<file path="src/hw/rtl/tacdf_pkg.sv">
// Package for the triangle area CDF builder: codes, command/status structs,
// and the multiply sequence table. No dependencies.
`default_nettype none
package tacdf_pkg;

	localparam int MAX_TRIANGLES_DEF = 1024;
	localparam int COORD_BITS_DEF    = 20;
	localparam int CDF_W             = 17;
	localparam int SUM_W             = 52;
	localparam int STATUS_W          = 2;
	localparam int ITER_W            = 6;
	localparam int STEP_W            = 4;
	localparam int DIV_ITERS         = 17;

	localparam logic [CDF_W-1:0]    CDF_ONE   = 17'h10000;
	localparam logic [SUM_W-1:0]    SUM_MAX   = {SUM_W{1'b1}};
	localparam logic [STEP_W-1:0]   MUL_LAST  = 4'd15;

	localparam logic [STATUS_W-1:0] STATUS_OK    = 2'd0;
	localparam logic [STATUS_W-1:0] STATUS_FULL  = 2'd1;
	localparam logic [STATUS_W-1:0] STATUS_RANGE = 2'd2;

	typedef enum logic [1:0] {
		ACT_CLEAR = 2'd0,
		ACT_ADD   = 2'd1,
		ACT_READ  = 2'd2,
		ACT_NOP   = 2'd3
	} action_t;

	typedef enum logic [3:0] {
		S_IDLE, S_DECODE, S_MUL, S_SQRT, S_APPEND, S_RDMEM, S_DIV, S_ROUND, S_DONE
	} state_t;

	typedef enum logic [3:0] {
		OP_UX, OP_UY, OP_UZ, OP_VX, OP_VY, OP_VZ,
		OP_H0, OP_L0, OP_H1, OP_L1, OP_H2, OP_L2
	} opnd_t;

	typedef enum logic [2:0] {
		ACC_NONE, ACC_LOAD, ACC_SUB, ACC_SQHI, ACC_SQMID, ACC_SQLO
	} acc_t;

	typedef enum logic [1:0] {
		RES_ZERO, RES_ONE, RES_DIV
	} res_t;

	typedef struct packed {
		opnd_t      a;
		opnd_t      b;
		acc_t       acc;
		logic [1:0] tgt;
	} mstep_t;

	typedef struct packed {
		logic                capture;
		logic                clear;
		logic                mul_en;
		mstep_t              mstep;
		logic                sqrt_en;
		logic                append;
		logic                rd_en;
		logic                div_en;
		logic                div_first;
		logic                round_en;
		logic                out_load;
		res_t                res_kind;
		logic [STATUS_W-1:0] status;
	} tacdf_cmd_t;

	typedef struct packed {
		action_t action;
		logic    full;
		logic    idx_out;
		logic    idx_last;
		logic    total_zero;
	} tacdf_sts_t;

	// Multiply schedule: each step issues one product, and every step but the first
	// folds in the product issued by the step before.
	function automatic mstep_t step_cmd(input logic [STEP_W-1:0] step);
		mstep_t m;
		m = '{a: OP_UX, b: OP_UX, acc: ACC_NONE, tgt: 2'd0};
		case (step)
			4'd0:  m = '{a: OP_UY, b: OP_VZ, acc: ACC_NONE,  tgt: 2'd0};
			4'd1:  m = '{a: OP_UZ, b: OP_VY, acc: ACC_LOAD,  tgt: 2'd0};
			4'd2:  m = '{a: OP_UZ, b: OP_VX, acc: ACC_SUB,   tgt: 2'd0};
			4'd3:  m = '{a: OP_UX, b: OP_VZ, acc: ACC_LOAD,  tgt: 2'd1};
			4'd4:  m = '{a: OP_UX, b: OP_VY, acc: ACC_SUB,   tgt: 2'd1};
			4'd5:  m = '{a: OP_UY, b: OP_VX, acc: ACC_LOAD,  tgt: 2'd2};
			4'd6:  m = '{a: OP_H0, b: OP_H0, acc: ACC_SUB,   tgt: 2'd2};
			4'd7:  m = '{a: OP_H0, b: OP_L0, acc: ACC_SQHI,  tgt: 2'd0};
			4'd8:  m = '{a: OP_L0, b: OP_L0, acc: ACC_SQMID, tgt: 2'd0};
			4'd9:  m = '{a: OP_H1, b: OP_H1, acc: ACC_SQLO,  tgt: 2'd0};
			4'd10: m = '{a: OP_H1, b: OP_L1, acc: ACC_SQHI,  tgt: 2'd0};
			4'd11: m = '{a: OP_L1, b: OP_L1, acc: ACC_SQMID, tgt: 2'd0};
			4'd12: m = '{a: OP_H2, b: OP_H2, acc: ACC_SQLO,  tgt: 2'd0};
			4'd13: m = '{a: OP_H2, b: OP_L2, acc: ACC_SQHI,  tgt: 2'd0};
			4'd14: m = '{a: OP_L2, b: OP_L2, acc: ACC_SQMID, tgt: 2'd0};
			4'd15: m = '{a: OP_UX, b: OP_UX, acc: ACC_SQLO,  tgt: 2'd0};
			default: m = '{a: OP_UX, b: OP_UX, acc: ACC_NONE, tgt: 2'd0};
		endcase
		return m;
	endfunction

endpackage
`default_nettype wire

</file>
<file path="src/hw/rtl/tacdf_ctrl.sv">
// Controller state machine of the triangle area CDF builder.
// Depends on tacdf_pkg; drives tacdf_datapath through tacdf_cmd_t.
`default_nettype none
module tacdf_ctrl
	import tacdf_pkg::*;
#(
	parameter int COORD_BITS = COORD_BITS_DEF
) (
	input  wire logic       clk,
	input  wire logic       arst_n,
	input  wire logic       s_tvalid,
	output logic            s_tready,
	output logic            m_tvalid,
	input  wire logic       m_tready,
	input  wire tacdf_sts_t sts,
	output tacdf_cmd_t      cmd
);
	localparam int SQRT_ITERS = 2 * (COORD_BITS + 1);

	state_t              state_q, state_d;
	logic [STEP_W-1:0]   step_q, step_d;
	logic [ITER_W-1:0]   iter_q, iter_d;
	logic [STATUS_W-1:0] st_q, st_d;
	res_t                res_q, res_d;
	logic                out_valid_q;

	always_ff @(posedge clk or negedge arst_n) begin
		if (!arst_n) begin
			state_q     <= S_IDLE;
			step_q      <= '0;
			iter_q      <= '0;
			st_q        <= STATUS_OK;
			res_q       <= RES_ZERO;
			out_valid_q <= 1'b0;
		end else begin
			state_q <= state_d;
			step_q  <= step_d;
			iter_q  <= iter_d;
			st_q    <= st_d;
			res_q   <= res_d;
			if (cmd.out_load)
				out_valid_q <= 1'b1;
			else if (m_tready)
				out_valid_q <= 1'b0;
		end
	end

	assign m_tvalid = out_valid_q;
	assign s_tready = (state_q == S_IDLE);

	always_comb begin
		state_d = state_q;
		step_d  = step_q;
		iter_d  = iter_q;
		st_d    = st_q;
		res_d   = res_q;
		cmd     = '0;
		cmd.mstep = '{a: OP_UX, b: OP_UX, acc: ACC_NONE, tgt: 2'd0};
		case (state_q)
			S_IDLE: begin
				if (s_tvalid) begin
					cmd.capture = 1'b1;
					state_d     = S_DECODE;
				end
			end
			S_DECODE: begin
				st_d    = STATUS_OK;
				res_d   = RES_ZERO;
				state_d = S_DONE;
				case (sts.action)
					ACT_CLEAR: cmd.clear = 1'b1;
					ACT_ADD: begin
						if (sts.full) begin
							st_d = STATUS_FULL;
						end else begin
							step_d  = '0;
							state_d = S_MUL;
						end
					end
					ACT_READ: begin
						if (sts.idx_out) begin
							st_d = STATUS_RANGE;
						end else if (sts.idx_last) begin
							res_d = RES_ONE;
						end else if (!sts.total_zero) begin
							res_d   = RES_DIV;
							state_d = S_RDMEM;
						end
					end
					default: ;
				endcase
			end
			S_MUL: begin
				cmd.mul_en = 1'b1;
				cmd.mstep  = step_cmd(step_q);
				step_d     = step_q + STEP_W'(1);
				if (step_q == MUL_LAST) begin
					iter_d  = '0;
					state_d = S_SQRT;
				end
			end
			S_SQRT: begin
				cmd.sqrt_en = 1'b1;
				iter_d      = iter_q + ITER_W'(1);
				if (iter_q == ITER_W'(SQRT_ITERS - 1))
					state_d = S_APPEND;
			end
			S_APPEND: begin
				cmd.append = 1'b1;
				state_d    = S_DONE;
			end
			S_RDMEM: begin
				cmd.rd_en = 1'b1;
				iter_d    = '0;
				state_d   = S_DIV;
			end
			S_DIV: begin
				cmd.div_en    = 1'b1;
				cmd.div_first = (iter_q == '0);
				iter_d        = iter_q + ITER_W'(1);
				if (iter_q == ITER_W'(DIV_ITERS - 1))
					state_d = S_ROUND;
			end
			S_ROUND: begin
				cmd.round_en = 1'b1;
				state_d      = S_DONE;
			end
			S_DONE: begin
				if (!out_valid_q || m_tready) begin
					cmd.out_load = 1'b1;
					state_d      = S_IDLE;
				end
			end
			default: state_d = S_IDLE;
		endcase
		cmd.status   = st_q;
		cmd.res_kind = res_q;
	end

endmodule
`default_nettype wire

</file>
<file path="config.mk">
export PLATFORM = sky130hd
export DESIGN_NAME = tacdf_ctrl
export DESIGN_NICKNAME = d
export VERILOG_FILES = /design/src/hw/rtl/tacdf_pkg.sv /design/src/hw/rtl/tacdf_ctrl.sv
export SDC_FILE = /design/constraint.sdc
export NUM_CORES = 1
export LEC_CHECK = 0
export BUFFER_PORTS_ARGS = -buffer_cell sky130_fd_sc_hd__buf_2
export CAP_MARGIN = 30
export CORE_MARGIN = 5
export CORE_UTILIZATION = 48
export CTS_CLUSTER_SIZE = 12
export DETAILED_ROUTE_END_ITERATION = 7
export PLACE_DENSITY = 0.76
export SYNTH_ARGS = -nofsm -noshare
export SYNTH_HDL_FRONTEND = slang
export SYNTH_SLANG_ARGS = --single-unit
</file>
<file path="constraint.sdc">
create_clock -name clk -period 1.9 [get_ports clk]
set_clock_uncertainty 0.2 [all_clocks]
set_input_delay 0.095 -clock clk [delete_from_list [all_inputs] [get_ports clk]]
set_output_delay 0.095 -clock clk [all_outputs]
set_load 0.03 [all_outputs]
</file>
Yosys cells after proc, flatten, opt, wreduce, memory -nomap -nowiden
Memory sizes are Yosys's and may differ from the RTL's.
Cells that the tools add are included.
{"block": "classes", "n_addsub": 2, "n_mux": 37, "reduce_logical": 13, "eq_ne": 20}
{"operator": "$mux 4", "n": 11}
{"operator": "$pmux 4 s8", "n": 1}
{"operator": "$pmux 6 s3", "n": 1}
{"operator": "$eq 4x3->1 const B", "n": 4}
{"operator": "$pmux 4 s2", "n": 2}
{"operator": "$mux 14", "n": 1}
{"operator": "$mux 1", "n": 13}
{"operator": "$mux 2", "n": 6}
{"operator": "$ne 2x2->1 const B", "n": 6}
{"operator": "$eq 4x2->1 const B", "n": 2}
{"operator": "$eq 4x4->1 const B", "n": 2}
{"operator": "$add 6x1->6 const B", "n": 1}
{"operator": "$eq 6x5->1 const B", "n": 1}
{"operator": "$eq 6x6->1 const B", "n": 1}
{"operator": "$logic_not 6->1", "n": 1}
{"operator": "$mux 6", "n": 1}
{"operator": "$reduce_and 5->1", "n": 1}
{"operator": "$add 4x1->4 const B", "n": 1}
{"operator": "$eq 4x1->1 const B", "n": 1}
{"operator": "$logic_not 4->1", "n": 1}
{"operator": "$pmux 2 s2", "n": 1}
{"operator": "$reduce_bool 2->1", "n": 2}
{"operator": "$reduce_or 2->1", "n": 2}
{"operator": "$reduce_and 3->1", "n": 1}
{"operator": "8 further kinds", "n": 8}
{"block": "word_totals", "memories": 1, "in_bits": 10, "wordCells": 79, "out_inout_bits": 29, "reg_bits": 19, "rom_bits": 208}
{"memory": "(name not given)", "depth": 16, "word_bits": 13, "read_ports": 1, "rd_clocked_by_memory_dff": 0, "wr": 0, "line": "tacdf_pkg.sv:83", "source": "case (step)"}

Logic depth before layout (Yosys ltp)
Gate-level depths: netlist of run 1.
{"block": "logic_depth", "depth_word": 5, "ltp_mapped": 6, "depth_no_buf": 6}

Worst setup path before layout of run 1
Ideal clock, no wire load.
{"block": "synth_timing", "path_type": "reg-to-output", "from": "reg state_q[0]", "to": "out cmd[23] (netlist bit)", "setup_slack_ns": -0.783, "required_time_ns": 1.605, "arrival_time_ns": 2.388, "n_path_buf": 1, "stages_incl_launch_ff": 6, "path_cell_list": "dfrtp_1 -> or4b_1 -> clkinv_1 -> nand2_1 -> a211oi_1 -> buf_4"}
{"element": "start, declared", "line": "tacdf_ctrl.sv:20", "source": "state_t state_q, state_d;"}
{"element": "start signal, assigned", "line": "tacdf_ctrl.sv:36", "source": "state_q <= state_d;"}
{"element": "end, declared", "line": "tacdf_ctrl.sv:16", "source": "output tacdf_cmd_t cmd"}

==> reports/metrics.cfg, run 1 <==
[run_status]
outcome=finished with violations
violations=setup timing

[grt]
grt_pass1_wl_um=8960
gr-usage-all-layers_pct=26.6
grt_start_max_net_pins=20
antenna_found_initial=0
overflow=0
grt_pass1_vias=1858

[timing]
hold_violations=0
tightest_slew_ns=0.487
finalSetupTns_ns=-7.20
maxSlewHeadroom_pct=67.3
setup_viol_count_final=34
rsz0062_at_grt=true
finalCritPeriodShare_pct=118
maxSlewViolCount=0
min_period_ns=2.25
fmax_ghz=0.445
fin_ws_ns=-0.345

[cells_and_area]
diodes=0
stdcell_area_um2=2730
fillerInstances=142
final_nets=304
area_growth_pct=77.9
stdcell_count=323
layout-drive-gt1-share_pct=54.8

[power]
ir_drop_v=0.000928
pwr_density_cell_nw_per_um2=1290
netSwitchingPower_w=0.00173
power.leakage_nw=1.23
switching_share_pct=49.0
pwr-share-seq_pct=17.7
p_total_w=0.00354
p_int_w=0.00180
p_comb_share_pct=75.7
pwr-share-clk_pct=6.6

[drt]
routed_via_density=6.24
via_count=2016
wl_per_cell_um=20.4
drtPass1Iterations=5
drc=0
routed_wl_um=6600
drt_iter0_markers=280
ant_nets=0

[worst_setup_path]
path_cells=or4b_4 > buf_6 > nor3_2 > buf_4
path_max_fanout=7
r2r-end=state_q[1]
reg2reg_slack_ns=-0.25
cp.required_ns=1.60
rr_startpoint=state_q[2]
worstSetupPathType=reg2out
crit_buf_inv=2
slowest_stage=or4b_4
cpPeakStageDelay_ns=0.59
crit_arrival_ns=1.95
cp-end-kind=output port
crit_family=simple AND/OR/NAND/NOR gates
crit_path_start_kind=flop
r2r_cells=6

[place]
dp.cells=298
dp_hpwl_um=3580
place_area_um2=2160
port-buffer-count=38
post-place-ws_ns=-0.139
finalWeightedCongestion=0.963

[die]
initial_core_util_pct=50.3
die_area_um2=4430
core_area_um2=3050
boundaryPins=39
die_h_um=66.6
die_w_um=66.6
fp-row-count=20

[synthesis]
yosysWarnings=0
syn_area_um2=1540
synth.top_cells.by_area=dfrtp_1, ha_1, a21oi_1, nand2_1, nor2_1
async_flop_share_pct=100
ys_seq_area_share_pct=30.9
yosys.area.top_type_share_pct=30.9
ys_ff_latch=19
post_synth_num_cell_types=38
syn_nets=211
synth_top_area_cell=dfrtp_1
synth_edf_count=0
syn_avg_cell_area_um2=8.22
synthFlopType=dfrtp_1
synth_cells=187

[cts]
clk_latency_ns=0.34
path_clk_slew_ns=0.14
cts_tree=yes
cts_root_buffer=clkbuf_4
numCtsBuffers=3
clock_sinks=19
cts_buffer_depth=2
htreeDepth=1

[flow_run]
drv_cap=0

[min_path]
hp-class=in2async

[timing repair]
item / in CTS / in global routing
hold buffers: 5 / 0
endpoints found under the setup margin: 26 / 37
endpoints found under the hold margin: 23 / 0
setup buffers: 7 / 11
resized for setup: 65 / 30
pin swaps: 11 / 9
[power by group through the flow]
| stage | logic [W] | clock network [W] | registers (W) |
|---|---|---|---|
| 5_1_grt | 0.00279 | 0.000242 | 0.000636 |
| 3_5_place_dp | 0.00189 | 0 | 0.000615 |
| 3_3_place_gp | 0.00183 | 0 | 0.000603 |
| 4_1_cts | 0.00223 | 0.000215 | 0.000608 |
| 2_1_floorplan | 0.00114 | 0 | 0.000701 |
| 6_report | 0.00268 | 0.000234 | 0.000626 |
[cells in the mapped netlist, types with 2 or more instances]
cell	count
dfrtp_1	19
nand2_1	19
a21oi_1	18
ha_1	14
nor2_1	14
inv_1	12
nand3_1	10
nor3_1	7
nand2b_1	6
a211oi_1	5
and2_1	5
o21ai_0	5
clkbuf_1	4
mux2_2	4
o31ai_1	4
a22o_1	3
buf_2	3
nor2b_1	3
nor4_1	3
or3_1	3
xnor2_1	3
a211o_1	2
a31oi_1	2
buf_6	2
nor4b_1	2
or4_1	2
or4b_1	2
[worst max path at each step]
stage | from | end | slack [ns] | depth (start not counted)
after CTS | state_q[3] | cmd[19] | -0.26 | 5
after global routing | state_q[2] | cmd[11] | -0.37 | 4
after floorplan | state_q[3] | cmd[23] | -0.19 | 5
after global placement | state_q[3] | iter_q[3] | -0.1 | 5
final | state_q[2] | cmd[11] | -0.35 | 4
after detailed placement | state_q[3] | iter_q[3] | -0.14 | 5
[cell families after synthesis]
| logic type | Yosys count | share of synthesized area, % |
|---|---|---|
| adders and majority gates | 14 | 11.4 |
| muxes | 5 | 3.58 |
| AOI/OAI and AO/OA | 46 | 19.5 |
| buffers and inverters | 23 | 7.08 |
| and+or+nand+nor | 77 | 25.8 |
| DFF | 19 | 30.9 |
| xor gates and xnor gates | 3 | 1.71 |
[per-stage QoR]
step	util [%]	hold slack (ns)
finish	89.5	0.00570
global route	89.5	0.0468
floorplan	-	-0.401
detailed placement	70.7	-0.134
CTS	82.1	0.00230
global placement	70.7	-0.139
[registers in the layout, summed over array words and instances (netlist names)]
register  count
res_q         2
step_q        4
st_q          2
state_q       4
iter_q        6
m_tvalid      1
[layout by cell type (no fill, tap or decap), types with 3 or more instances in the layout]
cell / netlist / final
o31ai_1: 4 / 3
nand2_1: 19 / 18
nand3_1: 10 / 8
and2_1: 5 / 3
dfrtp_1: 19 / 17
nor2_1: 14 / 11
ha_1: 14 / 10
a21oi_2: 0 / 8
ha_4: 0 / 4
nand2b_1: 6 / 4
nor3_2: 0 / 5
clkbuf_4: 0 / 3
buf_6: 2 / 24
a22o_1: 3 / 3
buf_2: 3 / 14
dlygate4sd3_1: 0 / 5
o21ai_0: 5 / 3
a21oi_1: 18 / 10
buf_4: 1 / 55
nor2b_1: 3 / 3
inv_1: 12 / 10
[layout make-up]
type	instances	area (um2)	share of cell area (%)
Timing Repair Buffer	98	803	29.4
Inverter	13	63.8	2.34
Tap cell	44	55.1	2.01
Clock buffer	4	26.3	0.962
Sequential cell	19	478	17.5
Multi-Input combinational cell	145	1310	47.8
[routing by layer]
layer | up-vias | GRT usage, % | wire length [um]
met5 | - | 0 | 0
met4 | 0 | 12.2 | 242
met3 | 36 | 4.72 | 609
met2 | 169 | 46.2 | 3370
met1 | 962 | 31.4 | 2380
li1 | 849 | - | -
Note: power is estimated with default switching activity, not from simulation.
==> run 2: changes to the inputs <==
- CORE_ASPECT_RATIO: unset -> 1.4
- CORE_UTILIZATION: 48 -> 53
- PLACE_DENSITY: 0.76 -> 0.8
- clock period: 1.9 -> 2.5 ns (I/O delays scaled with it)
==> run 2 against run 1 <==
The flow now finishes without violations. Clock power down 6%. Flip-flop and latch count is the same. Cell count decreased by 17%. Utilization decreased by 23 points. Non-clock buffer count fell by 47. Combinational power is 59% lower. First-iteration DRC count fell by 87%.
==> reports/metrics.cfg, run 2 (synthesis results as in run 1) <==
[drt]
via_count=1497
ant_nets=0
drtPass1Iterations=4
routed_wl_um=3840
drt_iter0_markers=36
drc=0
routed_via_density=5.57
wl_per_cell_um=14.3

[worst_setup_path]
r2r-end=res_q[0]
crit_arrival_ns=2.02
cp-end-kind=output port
rr_startpoint=state_q[1]
path_max_fanout=11
crit_path_start_kind=flop
worstSetupPathType=reg2out
reg2reg_slack_ns=0.18
cp.required_ns=2.17
r2r_cells=5

[grt]
antenna_found_initial=0
overflow=0
grt_start_max_net_pins=20
gr-usage-all-layers_pct=20.1
grt_pass1_wl_um=6620
grt_pass1_vias=1473

[cells_and_area]
fillerInstances=263
layout-drive-gt1-share_pct=24.1
multiInputGateArea_um2=963
largest_reg_flops=6
mostFrequentLayoutCell=buf_2
final_cell_mix=buf_2, nand2_1, dfrtp_1
reg.largest.list=iter_q: 6 flops, state_q: 4 flops, step_q: 4 flops
area_growth_pct=22.3
top_register=iter_q
stdcell_count=269
final_nets=257
seq_area_um2=475
diodes=0

[cts]
path_clk_slew_ns=0.07
numCtsBuffers=3
cts_tree=yes
cts_root_buffer=clkbuf_8
clock_sinks=19
cts_setup_buffers=0
htreeDepth=1
clk_latency_ns=0.26
postCtsHoldBufs=5
cts_buffer_depth=2
cts-resized-gates=0

[die]
boundaryPins=39
initial_core_util_pct=54.5
core_area_um2=2820
fp-row-count=23
die_h_um=73.7
die_area_um2=4090
die_w_um=55.5

[flow_run]
drv_cap=0

[power]
pwr_density_cell_nw_per_um2=952
p_total_w=0.00179
ir_drop_v=0.000612
power.leakage_nw=0.916

[place]
port-buffer-count=38
dp_hpwl_um=2910
finalWeightedCongestion=0.846
dp.cells=260
post-place-ws_ns=0.256

[min_path]
hp-class=in2reg
min_to=res_q[1]
hold_start=sts[0]
holdPathStages=4

[timing]
maxSlewViolCount=0
finalSetupTns_ns=0
hold_violations=0
finalCritPeriodShare_pct=93.9
setup_viol_count_final=0
maxSlewHeadroom_pct=50.3
tightest_slew_ns=0.744
min_period_ns=2.35
fmax_ghz=0.426
fin_ws_ns=0.154
rsz0062_at_grt=false

[run_status]
outcome=finished, final reports clean

==> run 2: cell count changes in the layout (fill, tap and decap cells not counted), sizes merged <==
cell  change
buf      -47
==> run 2: layer usage <==
layer / GRT usage [%] / part of all wire [%] / vias up
met1: 22.2 / 41 / 684
met3: 2.81 / 3.3 / 13
met2: 36.8 / 52 / 46
met4: 11.4 / 3.2 / 0
met5: 0 / 0 / -
li1: - / - / 754
==> run 2: through the flow <==
step | instance area [um2] | hold WS (ns) | utilization [%]
finish | 1880 | 0.0376 | 66.6
global route | 1880 | 0.0594 | 66.6
CTS | 1880 | 0.0382 | 66.6
detailed placement | 1780 | -0.109 | 63.3
global placement | 1780 | -0.108 | 63.3
floorplan | 1550 | -0.371 | -
==> run 2: layout make-up <==
class	instances	area share (%)
clock buffer	4	2.40
inverter	13	2.60
multi-input combinational	145	51.3
sequential	19	25.3
tap	37	2.46
timing repair buffer	51	16.0
==> run 2: where the power goes <==
part	internal, W	total, W	switching, W
logic	0.000413	0.00110	0.000689
registers	0.000391	0.000468	0.0000774
clock network	0.000114	0.000219	0.000106
==> run 2: how the worst max path moves through the flow <==
| stage | slack [ns] | startpoint | endpoint |
|---|---|---|---|
| final | 0.15 | state_q[2] | cmd[17] |
| after global routing | 0.05 | state_q[2] | cmd[17] |
| after CTS | 0.17 | state_q[2] | cmd[17] |
| after detailed placement | 0.26 | step_q[1] | iter_q[5] |
| after global placement | 0.30 | step_q[1] | iter_q[5] |
| after floorplan | 0.12 | state_q[0] | cmd[23] |
==> run 2: worst max-delay path, cell delays in order, from the launching register on <==
cell and delay, ns:
dfrtp_1 0.49, or4b_1 0.53, clkinv_1 0.17, o311ai_0 0.19, a21oi_1 0.16, buf_2 0.22
==> run 3: changes to the inputs <==
- CORE_UTILIZATION: 53 -> 45
- PLACE_DENSITY: 0.8 -> 0.69
==> run 3 against run 2 <==
Largest cell class unchanged. Register-to-register slack better by 0.03 ns. First-iteration DRC count grew to 2.6 times the previous value. Sequential power is 1% higher. Non-clock buffer count stayed put. Via count is 0.20% higher. Die area is 15% higher. Combinational power hardly changed. Final area is 0.20% higher. Power is 0.39% lower. Setup slack better by 0.017 ns. Hold slack better by 0.013 ns.
==> reports/metrics.cfg, run 3 (synthesis results as in run 1) <==
[run_status]
outcome=finished, final reports clean

[cells_and_area]
layout-drive-gt1-share_pct=24.1
final_cell_mix=buf_2, nand2_1, dfrtp_1
fillerInstances=317
final_nets=257
reg.largest.list=iter_q: 6 flops, state_q: 4 flops, step_q: 4 flops
top_register=iter_q
area_growth_pct=22.6
mostFrequentLayoutCell=buf_2
diodes=0
seq_area_um2=475
multiInputGateArea_um2=963
largest_reg_flops=6

[timing]
setup_viol_count_final=0
tightest_slew_ns=0.613
finalCritPeriodShare_pct=93.2
maxSlewHeadroom_pct=59.0
maxSlewViolCount=0
fmax_ghz=0.429
finalSetupTns_ns=0
fin_ws_ns=0.170
hold_violations=0
rsz0062_at_grt=false
min_period_ns=2.33

[place]
port-buffer-count=38
dp_hpwl_um=2950
post-place-ws_ns=0.301
finalWeightedCongestion=0.931

[power]
power.leakage_nw=0.916
pwr-share-clk_pct=11.8
p_comb_share_pct=61.7
p_int_w=0.000914
pwr_density_cell_nw_per_um2=947
switching_share_pct=48.7
netSwitchingPower_w=0.000869
pwr-share-seq_pct=26.5
ir_drop_v=0.000474

[worst_setup_path]
cp-end-kind=output port
cp.required_ns=2.17
worstSetupPathType=reg2out
crit_path_start_kind=flop
crit_arrival_ns=2.00
path_max_fanout=12

[die]
die_area_um2=4700
fp-row-count=25
die_h_um=79.1
initial_core_util_pct=45.9
die_w_um=59.4
core_area_um2=3350
boundaryPins=39

[cts]
cts_setup_buffers=0
path_clk_slew_ns=0.07
htreeDepth=1
cts_root_buffer=clkbuf_8
clock_sinks=19
cts_buffer_depth=2
numCtsBuffers=3
cts_tree=yes
cts-resized-gates=0
clk_latency_ns=0.25

[grt]
overflow=0
gr-usage-all-layers_pct=17.3
antenna_found_initial=0
grt_start_max_net_pins=20
grt_pass1_vias=1441
grt_pass1_wl_um=6410

[drt]
drt_iter0_markers=92
drtPass1Iterations=4
drc=0
wl_per_cell_um=14.1
ant_nets=0
routed_via_density=5.51
routed_wl_um=3840
via_count=1500

[min_path]
hp-class=in2reg

[flow_run]
drv_cap=0

==> run 3: cell counts in the layout (fill, tap and decap cells not counted) <==
Identical to the previous run, type by type.
==> run 3: path summary, 6_finish.rpt <==
check                      startpoint        end  slack, ns  depth (start not counted)
max                        state_q[1]    cmd[23]       0.17                          6
min                            sts[0]   res_q[1]       0.05                          4
max reg2reg                state_q[1]   res_q[0]       0.21                          4
min reg2reg                   st_q[1]    st_q[1]       0.27                          2
max in group asynchronous      arst_n   res_q[0]       1.63                          2
min in group asynchronous      arst_n  iter_q[0]       0.15                          2
==> run 3: final cells by class <==
class	instances	area share (%)
Sequential cell	19	25.2
Timing Repair Buffer	51	15.9
Clock buffer	4	2.39
Tap cell	40	2.66
Inverter	13	2.59
Multi-Input combinational cell	145	51.2
==> run 3: critical path: stages (launching register included) <==
cell and delay, ns:
dfrtp_1 0.53, or4b_1 0.50, clkinv_1 0.09, buf_4 0.15, nand2_1 0.09, a211oi_2 0.16, buf_2 0.23
==> run 3: what timing repair did <==
action | 4_1_cts | 5_1_grt
hold buffers | 5 | 0
setup endpoints to repair | 0 | 0
hold endpoints to repair | 23 | 0
==> run 3: stage by stage <==
| step | std cells | utilization (%) | hold slack [ns] | area (um2) | total power [W] |
|---|---|---|---|---|---|
| 3_3_place_gp | 263 | 53.4 | -0.101 | 1790 | 0.00156 |
| 2_1_floorplan | 187 | - | -0.371 | 1550 | 0.00128 |
| 6_report | 272 | 56.3 | 0.0506 | 1880 | 0.00178 |
| 4_1_cts | 272 | 56.3 | 0.0565 | 1880 | 0.00179 |
| 3_5_place_dp | 263 | 53.4 | -0.101 | 1790 | 0.00156 |
| 5_1_grt | 272 | 56.3 | 0.101 | 1880 | 0.00193 |
==> run 3: power by group through the flow <==
| stage | registers (W) | clock network [W] | logic (W) |
|---|---|---|---|
| final | 0.000473 | 0.000211 | 0.00110 |
| after global routing | 0.000483 | 0.000232 | 0.00122 |
| after CTS | 0.000472 | 0.000217 | 0.00110 |
| after detailed placement | 0.000477 | 0 | 0.00108 |
| after global placement | 0.000475 | 0 | 0.00108 |
| after floorplan | 0.000517 | 0 | 0.000761 |
==> run 3: per-layer routing <==
layer,GRT usage (%),vias up,routed length (um)
li1,-,756,-
met1,19.5,700,1490
met2,31.7,38,2110
met3,2.11,6,182
met4,6.80,0,57
met5,0,-,0
